<file path="src/wm_pkg.sv">
// package for the wildcard matcher: types, sizes and the control store
package wm_pkg;

  localparam int unsigned MASK_DEPTH = 64;
  localparam int unsigned NAME_DEPTH = 256;
  localparam int unsigned MASK_AW = $clog2(MASK_DEPTH);
  localparam int unsigned NAME_AW = $clog2(NAME_DEPTH);
  localparam int unsigned MASK_LW = $clog2(MASK_DEPTH + 1);
  localparam int unsigned NAME_LW = $clog2(NAME_DEPTH + 1);
  localparam int unsigned SYM_W = 8;

  localparam logic [SYM_W-1:0] CH_ANY_ONE = 8'h3F;
  localparam logic [SYM_W-1:0] CH_ANY_RUN = 8'h2A;

  localparam logic MODE_MASK = 1'b0;
  localparam logic MODE_NAME = 1'b1;

  typedef struct packed {
    logic             mode;
    logic [SYM_W-1:0] symbol;
    logic             has_symbol;
    logic             last;
  } wm_in_t;

  typedef struct packed {
    logic matched;
    logic overflow;
  } wm_out_t;

  typedef enum logic [2:0] {
    ST_IDLE  = 3'd0,
    ST_INIT  = 3'd1,
    ST_LTEST = 3'd2,
    ST_CMP   = 3'd3,
    ST_TTEST = 3'd4,
    ST_TCHK  = 3'd5,
    ST_HIT   = 3'd6,
    ST_MISS  = 3'd7
  } step_e;

  typedef enum logic [2:0] {
    OP_IDLE,
    OP_INIT,
    OP_LTEST,
    OP_CMP,
    OP_TTEST,
    OP_TCHK,
    OP_EMIT
  } op_e;

  // one control word: operation, taken target, alternate target, result bit
  typedef struct packed {
    op_e   op;
    step_e nxt;
    step_e alt;
    logic  hit;
  } ctrl_t;

  function automatic ctrl_t wm_ucode(step_e s);
    ctrl_t w;
    unique case (s)
      ST_IDLE:  w = '{op: OP_IDLE,  nxt: ST_INIT,  alt: ST_IDLE,  hit: 1'b0};
      ST_INIT:  w = '{op: OP_INIT,  nxt: ST_LTEST, alt: ST_MISS,  hit: 1'b0};
      ST_LTEST: w = '{op: OP_LTEST, nxt: ST_CMP,   alt: ST_TTEST, hit: 1'b0};
      ST_CMP:   w = '{op: OP_CMP,   nxt: ST_LTEST, alt: ST_MISS,  hit: 1'b0};
      ST_TTEST: w = '{op: OP_TTEST, nxt: ST_TCHK,  alt: ST_HIT,   hit: 1'b0};
      ST_TCHK:  w = '{op: OP_TCHK,  nxt: ST_TTEST, alt: ST_MISS,  hit: 1'b0};
      ST_HIT:   w = '{op: OP_EMIT,  nxt: ST_IDLE,  alt: ST_HIT,   hit: 1'b1};
      ST_MISS:  w = '{op: OP_EMIT,  nxt: ST_IDLE,  alt: ST_MISS,  hit: 1'b0};
      default:  w = '{op: OP_IDLE,  nxt: ST_INIT,  alt: ST_IDLE,  hit: 1'b0};
    endcase
    return w;
  endfunction

endpackage

</file>
<file path="src/wm_ram.sv">
// generic single-port-write, single-port-read ram with registered read
module wm_ram #(
  parameter int unsigned WIDTH = 8,
  parameter int unsigned DEPTH = 64
) (
  input  logic                     clk_i,
  input  logic                     we_i,
  input  logic [$clog2(DEPTH)-1:0] waddr_i,
  input  logic [WIDTH-1:0]         wdata_i,
  input  logic [$clog2(DEPTH)-1:0] raddr_i,
  output logic [WIDTH-1:0]         rdata_o
);

  logic [WIDTH-1:0] mem_q [DEPTH];
  logic [WIDTH-1:0] rdata_q;

  always_ff @(posedge clk_i) begin
    if (we_i) begin
      mem_q[waddr_i] <= wdata_i;
    end
    rdata_q <= mem_q[raddr_i];
  end

  assign rdata_o = rdata_q;

endmodule

</file>
<file path="src/wildcard_match.sv">
// wildcard matcher top level: '?' matches one character, '*' any run
//
// Input words (valid/ready) carry mode, symbol, has_symbol and last. Mode 0
// words load mask characters, mode 1 words load name characters, one word
// per cycle while the matcher is idle. A word with last closes its string;
// the next word of that kind starts a new one. A mask stays loaded for any
// number of names.
// The name word with last starts the matcher, a microcoded sequencer that
// walks both buffers with a greedy scan and backtracks to the latest star.
// Each compare reads both buffers through the registered ram read and then
// decides, and each trailing star of the tail check takes a further test and
// check. A valid result follows the last name word once the compares, at most
// about mask_length*name_length with backtracking, and the tail stars are done;
// a miss with no star to fall back on skips the tail check, and an overflowed
// string skips the scan. Ready stays low while the scan runs.
// One result word (matched, overflow) per name; it waits in an output
// register while the receiver stalls, and loading may go on meanwhile. A
// further result waits in the sequencer with ready low until that one is taken.
// Reset empties both strings and clears the error, overflow and output valid
// flags; buffer contents need no clearing.
module wildcard_match
  import wm_pkg::*;
(
  input  logic    clk_i,
  input  logic    rst_ni,
  input  logic    in_valid_i,
  output logic    in_ready_o,
  input  wm_in_t  in_data_i,
  output logic    out_valid_o,
  input  logic    out_ready_i,
  output wm_out_t out_data_o
);

  step_e step_q, step_d;
  ctrl_t ctrl;

  logic [MASK_LW-1:0] ml_q, ml_d, mc_q, mc_d, sp_q, sp_d;
  logic [NAME_LW-1:0] nl_q, nl_d, nc_q, nc_d, rp_q, rp_d;
  logic mask_err_q, mask_err_d, name_err_q, name_err_d;
  logic mask_fresh_q, mask_fresh_d, name_fresh_q, name_fresh_d;
  logic ovf_q, ovf_d;
  logic out_valid_q, out_valid_d;
  wm_out_t out_q, out_d;

  logic               mask_we, name_we;
  logic [MASK_LW-1:0] ml_eff;
  logic [NAME_LW-1:0] nl_eff;
  logic [SYM_W-1:0]   mask_sym, name_sym;
  logic               accept, mvalid;

  assign ctrl = wm_ucode(step_q);
  assign in_ready_o = (ctrl.op == OP_IDLE);
  assign accept = in_valid_i && in_ready_o;
  assign ml_eff = mask_fresh_q ? '0 : ml_q;
  assign nl_eff = name_fresh_q ? '0 : nl_q;
  assign mvalid = (mc_q < ml_q);

  wm_ram #(.WIDTH(SYM_W), .DEPTH(MASK_DEPTH)) u_mask_ram (
    .clk_i   (clk_i),
    .we_i    (mask_we),
    .waddr_i (ml_eff[MASK_AW-1:0]),
    .wdata_i (in_data_i.symbol),
    .raddr_i (mc_q[MASK_AW-1:0]),
    .rdata_o (mask_sym)
  );

  wm_ram #(.WIDTH(SYM_W), .DEPTH(NAME_DEPTH)) u_name_ram (
    .clk_i   (clk_i),
    .we_i    (name_we),
    .waddr_i (nl_eff[NAME_AW-1:0]),
    .wdata_i (in_data_i.symbol),
    .raddr_i (nc_q[NAME_AW-1:0]),
    .rdata_o (name_sym)
  );

  always_comb begin
    step_d       = step_q;
    ml_d         = ml_q;
    nl_d         = nl_q;
    mc_d         = mc_q;
    nc_d         = nc_q;
    sp_d         = sp_q;
    rp_d         = rp_q;
    mask_err_d   = mask_err_q;
    name_err_d   = name_err_q;
    mask_fresh_d = mask_fresh_q;
    name_fresh_d = name_fresh_q;
    ovf_d        = ovf_q;
    out_d        = out_q;
    out_valid_d  = out_valid_q && !out_ready_i;
    mask_we      = 1'b0;
    name_we      = 1'b0;

    unique case (ctrl.op)
      OP_IDLE: begin
        if (accept) begin
          if (in_data_i.mode == MODE_MASK) begin
            ml_d         = ml_eff;
            mask_err_d   = mask_fresh_q ? 1'b0 : mask_err_q;
            mask_fresh_d = in_data_i.last;
            if (in_data_i.has_symbol) begin
              if (ml_eff < MASK_LW'(MASK_DEPTH)) begin
                mask_we = 1'b1;
                ml_d    = ml_eff + 1'b1;
              end else begin
                mask_err_d = 1'b1;
              end
            end
          end else begin
            nl_d         = nl_eff;
            name_err_d   = name_fresh_q ? 1'b0 : name_err_q;
            name_fresh_d = in_data_i.last;
            if (in_data_i.has_symbol) begin
              if (nl_eff < NAME_LW'(NAME_DEPTH)) begin
                name_we = 1'b1;
                nl_d    = nl_eff + 1'b1;
              end else begin
                name_err_d = 1'b1;
              end
            end
            if (in_data_i.last) begin
              ovf_d  = name_err_d || mask_err_q;
              step_d = ctrl.nxt;
            end
          end
        end
      end
      OP_INIT: begin
        mc_d   = '0;
        nc_d   = '0;
        sp_d   = '0;
        rp_d   = '0;
        step_d = ovf_q ? ctrl.alt : ctrl.nxt;
      end
      OP_LTEST: begin
        step_d = (nc_q >= nl_q) ? ctrl.alt : ctrl.nxt;
      end
      OP_CMP: begin
        step_d = ctrl.nxt;
        priority if (mvalid && mask_sym == CH_ANY_RUN) begin
          mc_d = mc_q + 1'b1;
          sp_d = mc_q + 1'b1;
          rp_d = nc_q;
        end else if (mvalid && (mask_sym == CH_ANY_ONE || mask_sym == name_sym)) begin
          mc_d = mc_q + 1'b1;
          nc_d = nc_q + 1'b1;
        end else if (sp_q != '0) begin
          mc_d = sp_q;
          rp_d = rp_q + 1'b1;
          nc_d = rp_q + 1'b1;
        end else begin
          step_d = ctrl.alt;
        end
      end
      OP_TTEST: begin
        step_d = mvalid ? ctrl.nxt : ctrl.alt;
      end
      OP_TCHK: begin
        if (mask_sym == CH_ANY_RUN) begin
          mc_d   = mc_q + 1'b1;
          step_d = ctrl.nxt;
        end else begin
          step_d = ctrl.alt;
        end
      end
      OP_EMIT: begin
        if (!out_valid_q || out_ready_i) begin
          out_valid_d    = 1'b1;
          out_d.matched  = ctrl.hit && !ovf_q;
          out_d.overflow = ovf_q;
          step_d         = ctrl.nxt;
        end else begin
          step_d = ctrl.alt;
        end
      end
      default: step_d = ST_IDLE;
    endcase
  end

  always_ff @(posedge clk_i or negedge rst_ni) begin
    if (!rst_ni) begin
      step_q       <= ST_IDLE;
      ml_q         <= '0;
      nl_q         <= '0;
      mc_q         <= '0;
      nc_q         <= '0;
      sp_q         <= '0;
      rp_q         <= '0;
      mask_err_q   <= 1'b0;
      name_err_q   <= 1'b0;
      mask_fresh_q <= 1'b1;
      name_fresh_q <= 1'b1;
      ovf_q        <= 1'b0;
      out_valid_q  <= 1'b0;
    end else begin
      step_q       <= step_d;
      ml_q         <= ml_d;
      nl_q         <= nl_d;
      mc_q         <= mc_d;
      nc_q         <= nc_d;
      sp_q         <= sp_d;
      rp_q         <= rp_d;
      mask_err_q   <= mask_err_d;
      name_err_q   <= name_err_d;
      mask_fresh_q <= mask_fresh_d;
      name_fresh_q <= name_fresh_d;
      ovf_q        <= ovf_d;
      out_valid_q  <= out_valid_d;
    end
  end

  always_ff @(posedge clk_i) begin
    out_q <= out_d;
  end

  assign out_valid_o = out_valid_q;
  assign out_data_o  = out_q;

endmodule
</file>
<file path="config.mk">
export PLATFORM = sky130hd
export DESIGN_NAME = wildcard_match
export DESIGN_NICKNAME = d
export VERILOG_FILES = /design/src/wm_pkg.sv /design/src/wm_ram.sv /design/src/wildcard_match.sv
export SDC_FILE = /design/constraint.sdc
export NUM_CORES = 2
export LEC_CHECK = 0
export BUFFER_PORTS_ARGS = -buffer_cell sky130_fd_sc_hd__buf_4
export CAP_MARGIN = 20
export CELL_PAD_IN_SITES_DETAIL_PLACEMENT = 1
export CELL_PAD_IN_SITES_GLOBAL_PLACEMENT = 1
export CORE_MARGIN = 2
export CORE_UTILIZATION = 45
export CTS_CLUSTER_SIZE = 40
export DETAILED_ROUTE_END_ITERATION = 10
export HOLD_SLACK_MARGIN = 0.06
export PLACE_DENSITY_LB_ADDON = 0.1
export SYNTH_ARGS = -nofsm -noshare
export SYNTH_HDL_FRONTEND = slang
export SYNTH_SLANG_ARGS = --single-unit
</file>
<file path="constraint.sdc">
create_clock -name clk_i -period 3.3 [get_ports clk_i]
set_clock_uncertainty 0.1 [all_clocks]
set_input_delay 0.66 -clock clk_i [delete_from_list [all_inputs] [get_ports clk_i]]
set_output_delay 0.66 -clock clk_i [all_outputs]
set_load 0.005 [all_outputs]
</file>
# Word-level counts from Yosys, hierarchy flattened
# Memory sizes are Yosys's and may differ from the RTL's. A register that Yosys moved wholly into a read port is not among the register bits.
# Index checks and enable logic that the tools add are counted.
op_classes:
  n_addsub: 5
  order_cmp: 4
  eq_ne: 19
  muxes: 57
  bitwise: 1
  reduce_logical: 24
op_table:
  columns: ["operator", "n"]
  rows:
  - ["2-to-1 mux 9 bit", 8]
  - ["2-to-1 mux 7 bit", 8]
  - ["case mux 9 bit (2 select lines)", 2]
  - ["2-to-1 mux 3 bit", 11]
  - ["adder 9 x 1 -> 9 bit (second input constant)", 3]
  - ["2-to-1 mux 1 bit", 25]
  - ["case mux 3 bit (7 select lines)", 1]
  - ["case mux 7 bit (3 select lines)", 1]
  - ["AND reduction 3 bit", 6]
  - ["equality test 8 x 6 -> 1 bit (second input constant)", 2]
  - ["adder 7 x 1 -> 7 bit (second input constant)", 2]
  - ["case mux 7 bit (2 select lines)", 1]
  - ["equality test 3 bit (second input constant)", 3]
  - ["greater-or-equal comparator 9 bit", 1]
  - ["< comparator 9 bit (second input constant)", 1]
  - ["inequality test 3 bit (second input constant)", 3]
  - ["equality test 8 bit", 1]
  - ["< comparator 7 bit", 1]
  - ["< comparator 7 bit (second input constant)", 1]
  - ["nonzero test 7 bit", 1]
  - ["equality test 3 x 2 -> 1 bit (second input constant)", 2]
  - ["inequality test 2 x 1 -> 1 bit (second input constant)", 3]
  - ["inequality test 2 bit (second input constant)", 3]
  - ["logical AND 1 bit", 5]
  - ["other kinds (10)", 15]
totals:
  regBits: 59
  ram_bits: 2560
  romBits: 80
  input_bits: 15
  out_inout_bits: 4
  elab_cells: 128
  n_memories: 3
memory_table:
  columns: ["name", "depth", "width", "rd", "rd_clocked_by_memory_dff", "wr", "line", "source"]
  rows:
  - ["u_name_ram.mem_q", 256, 8, 1, 1, 1, "wm_ram.sv:14", "logic [WIDTH-1:0] mem_q [DEPTH];"]
  - ["u_mask_ram.mem_q", 64, 8, 1, 1, 1, "wm_ram.sv:14", null]
  - ["(no name shown)", 8, 10, 1, 0, 0, "wm_pkg.sv:61", "unique case (s)"]

# Depth between registers and ports, before layout
logic_depth:
  ltp_word: 9
  mapped_depth: 13
  mapped_depth_nobuf: 9

# Hierarchy
# From an unflattened synthesis, not the netlist that was laid out.
hier_totals:
  cells_unflattened: 5138
  area_unflattened_um2: 103713.2
by_module_without_submodules:
  columns: ["mod", "instances", "cells_per_inst", "area_each_um2", "seq_area_each_um2"]
  rows:
  - ["wm_ram at u_name_ram", 1, 3733, 79556.3, 61659.1]
  - ["wm_ram at u_mask_ram", 1, 940, 20166.8, 15534.9]
  - ["wildcard_match", 1, 465, 3990.1, 1488.9]

# Worst setup path after synthesis
# OpenSTA, ideal clock, no wires.
synth_path:
  path_kind: "flip-flop to flip-flop"
  startpoint: "register nc_q[0]"
  endpoint: "register step_q[0]"
  setup_time_ps: 86
  arrival_ps: 2705
  required_ps: 3114
  path_slack_ps: 409
  stages_incl_launch_ff: 14
  path_buffers: 4
  period_less_slack_ps: 2891
  cell_sequence: "dfrtp_1 > buf_2 > buf_4 > buf_2 > buf_2 > inv_1 > ha_1 > nand2b_1 > a21o_1 > a211oi_1 > o31ai_1 > a211oi_1 > a22oi_1 > a32oi_1"
synth_between:
  elab_chain_cells: 3
synth_rtl:
  columns: ["element", "line", "source"]
  rows:
  - ["from (decl)", "wildcard_match.sv:38", "logic [NAME_LW-1:0] nl_q, nl_d, nc_q, nc_d, rp_q, rp_d;"]
  - ["from (signal assigned)", "wildcard_match.sv:200", "nc_q <= nc_d;"]
  - ["greater-or-equal comparator 9 bit", "wildcard_match.sv:136", "step_d = (nc_q >= nl_q) ? ctrl.alt : ctrl.nxt;"]
  - ["2-to-1 mux 3 bit", "wildcard_match.sv:136", null]
  - ["case mux 3 bit (7 select lines)", "wildcard_match.sv:94", "unique case (ctrl.op)"]
  - ["to (signal assigned)", "wildcard_match.sv:196", "step_q <= step_d;"]
  - ["to (decl)", "wildcard_match.sv:34", "step_e step_q, step_d;"]
# No other way between the ends.
# A chain may end at the register's enable or synchronous reset.

==> impl_metrics.tcl <==
set metrics [dict create \
    status "completed" \
    dp_cells 8405 \
    yosysUniqueCellTypes 79 \
    rows 175 \
    yosysMostFrequentCell "edfxtp_1" \
    yosysWarnings 0 \
    fmax_mhz 308.6 \
    yosys-top-cells-count "edfxtp_1, mux4_2, nor2_1, mux2i_1, clkbuf_1" \
    place_ws_ps -283.7 \
    postPlaceCellArea_sq_um 112100 \
    drv_slew 0 \
    start_util 0.4525 \
    regArea_sq_um 78700 \
    cp-end-kind "flop" \
    io_pins 19 \
    power_mw 81.86 \
    critPathLaunchType "flop" \
    cp_data_required_time_ps 3990 \
    maxCapViolations 0 \
    drt-pass1-iter-count 6 \
    drc 0 \
    worst_pin_slew_ps 1133 \
    area_growth_pct 17.99 \
    wl_per_cell_microns 32.37 \
    cts_made_buffers 299 \
    async_flop_share 0.02163 \
    hold_viol_final 0 \
    wl_microns 289000 \
    arrival_ps 3930 \
    core_area_sq_um 227300 \
    synthCells 4941 \
    post_cts_buffers 0 \
    htree_levels 5 \
    synth_seq_cells 2635 \
    cts_sinks 2635 \
    p_leak_nw 38.55 \
    drt-initial-drc-count 5321 \
    vdd_drop_max_mv 0.5543 \
    path_class "reg -> reg" \
    multi_input_area_sq_um 23010 \
    grt_overflow 0 \
    dieArea_sq_um 232400 \
    clkTransAtPathRegs_ps 60 \
    place.gp.congestion 0.8541 \
    relSlewSlack 0.2449 \
    synth-edff-count 2562 \
    ant_nets 0 \
    num_vias 53000 \
    whs_ps 88.52 \
    via_per_inst 5.936 \
    dieWidth_microns 482.1 \
    setup_tns_ps 0 \
    yosys.area.top_type "edfxtp_1" \
    antenna_found_initial 12 \
    p_per_area_nw_per_um2 674.6 \
    finalSetupViolations 0 \
    grt_max_degree 106 \
    synth_top_area_frac 0.7481 \
    io_buffers 18 \
    yosysSeqAreaShare 0.7651 \
    n_fill_cell 20030 \
    period_share 0.9818 \
    crit_fanout 14 \
    synth_area_leaders "edfxtp_1, mux4_2, mux2i_1" \
    syn-num-nets 4979 \
    synth.avg_cell_area_sq_um 20.81 \
    fin_crit_ps 3240 \
    clock_path_buffers 4 \
    nNetsFinal 5740 \
    grtUsageTotal 0.2508 \
    stdcell_area_sq_um 121300 \
    first_global_vias 55420 \
    synth_ff_type "edfxtp_1" \
    grt_first_pass_wirelength_microns 416700 \
    holdCritPathClass "in -> reg" \
    root_buffer "clkbuf_16" \
    clock_latency_ps 940 \
    layout-drive-gt1-share 0.3098 \
    cts_tree "yes" \
    layout_setup_ws_ps 60.06 \
    fin_util 0.5339 \
    fp.dieH_microns 482.1 \
    synth_area_sq_um 102800 \
    dp_hpwl_microns 187200 \
    stdcell_count 8928 \
]
[path summary, 6_finish.rpt]
path	startpoint	end	slack, ps	cells past startpoint
min in group asynchronous	rst_ni	out_valid_o$_DFF_PN0_	280	2
max reg2reg	nc_q[0]$_DFFE_PN0P_	u_name_ram.rdata_o[0]$_DFF_P_	60	10
max in group asynchronous	rst_ni	nc_q[0]$_DFFE_PN0P_	2020	2
max	nc_q[0]$_DFFE_PN0P_	u_name_ram.rdata_o[0]$_DFF_P_	60	10
min reg2reg	ovf_q$_DFFE_PN0P_	out_data_o[0]$_DFFE_PP_	420	0
min	in_data_i[5]	u_name_ram.mem_q[253][3]$_DFFE_PP_	90	1
[where the power goes]
| part | total [mW] | internal (mW) | switching (mW) |
|---|---|---|---|
| clock network | 31.6 | 18.7 | 13.0 |
| registers | 37.4 | 37.0 | 0.386 |
| logic | 12.8 | 6.08 | 6.77 |
| total | 81.9 | 61.7 | 20.1 |
[layout by cell type, fill, tap and decap left out, types with 9 or more instances in the layout]
cell type  instances
a22oi_1          123
inv_1             26
clkinv_2          40
buf_4            656
clkbuf_1          61
nand2_1          109
nor3_1            23
buf_12            73
a221o_1           10
dfxtp_1           16
o22ai_1           31
nor2b_1           10
nand4_1           21
o211ai_1          12
nand3_1           58
a221oi_1          26
mux4_2           636
xor2_1             9
nand2b_1           9
clkbuf_16        305
ha_1              23
o21ai_0           52
xnor2_1           19
a31oi_1           17
a211oi_1          12
edfxtp_1        2562
mux2_2            17
bufinv_16         22
mux2i_1          153
clkinv_1          65
dfrtp_1           49
a22o_1            30
and3_1             9
nand3_2           10
nor2_1           375
a21oi_1           58
[registers in the layout (all words and copies together) (netlist names)]
register and cells:
nl_q 9, ml_q 7, mc_q 7, u_mask_ram.rdata_o 8, mask_err_q 1, u_mask_ram.mem_q 512
out_data_o 2, name_err_q 1, out_valid_o 1, ovf_q 1, u_name_ram.rdata_o 8, name_fresh_q 1
step_q 3, rp_q 9, u_name_ram.mem_q 2048, nc_q 9, sp_q 7, mask_fresh_q 1
[area by class of cell]
type | instances | area share
timing repair buffer | 743 | 0.05412
clock buffer | 371 | 0.06535
sequential | 2635 | 0.6486
multi-input combinational | 1995 | 0.1896
tap | 3009 | 0.03103
antenna | 5 | 0.0001031
inverter | 28 | 0.0008868
clock inverter | 142 | 0.01029
[worst max-delay path: stages, from the launching register on]
cell,delay [ps]
dfrtp_4,520
buf_12,210
buf_6,230
mux4_2,540
mux2i_1,230
o22ai_1,210
nor2_1,250
o2111ai_1,260
a21oi_4,330
buf_4,160
a211oi_1,40
[layer usage]
metal	GRT usage	vias to the layer above	routed length (microns)
li1	-	22140	-
met1	0.3632	28790	124900
met2	0.4050	1667	141500
met3	0.03494	402	16020
met4	0.06209	4	6542
met5	0	-	27
[kinds of logic after synthesis]
group                      share of synthesized area
xor gates and xnor gates                    0.002385
adders and majority gates                   0.002798
and+or+nand+nor                              0.02937
AOI/OAI and AO/OA                            0.03073
buffers and inverters                        0.01319
muxes                                         0.1565
DFF                                           0.7651
[what timing repair did]
action,in CTS,in global routing
resized for setup,5,4
pin swaps,0,0
hold buffers,5,0
endpoints found under the hold margin,57,0
endpoints found under the setup margin,3,4
Power figures use the tool's default switching activity.
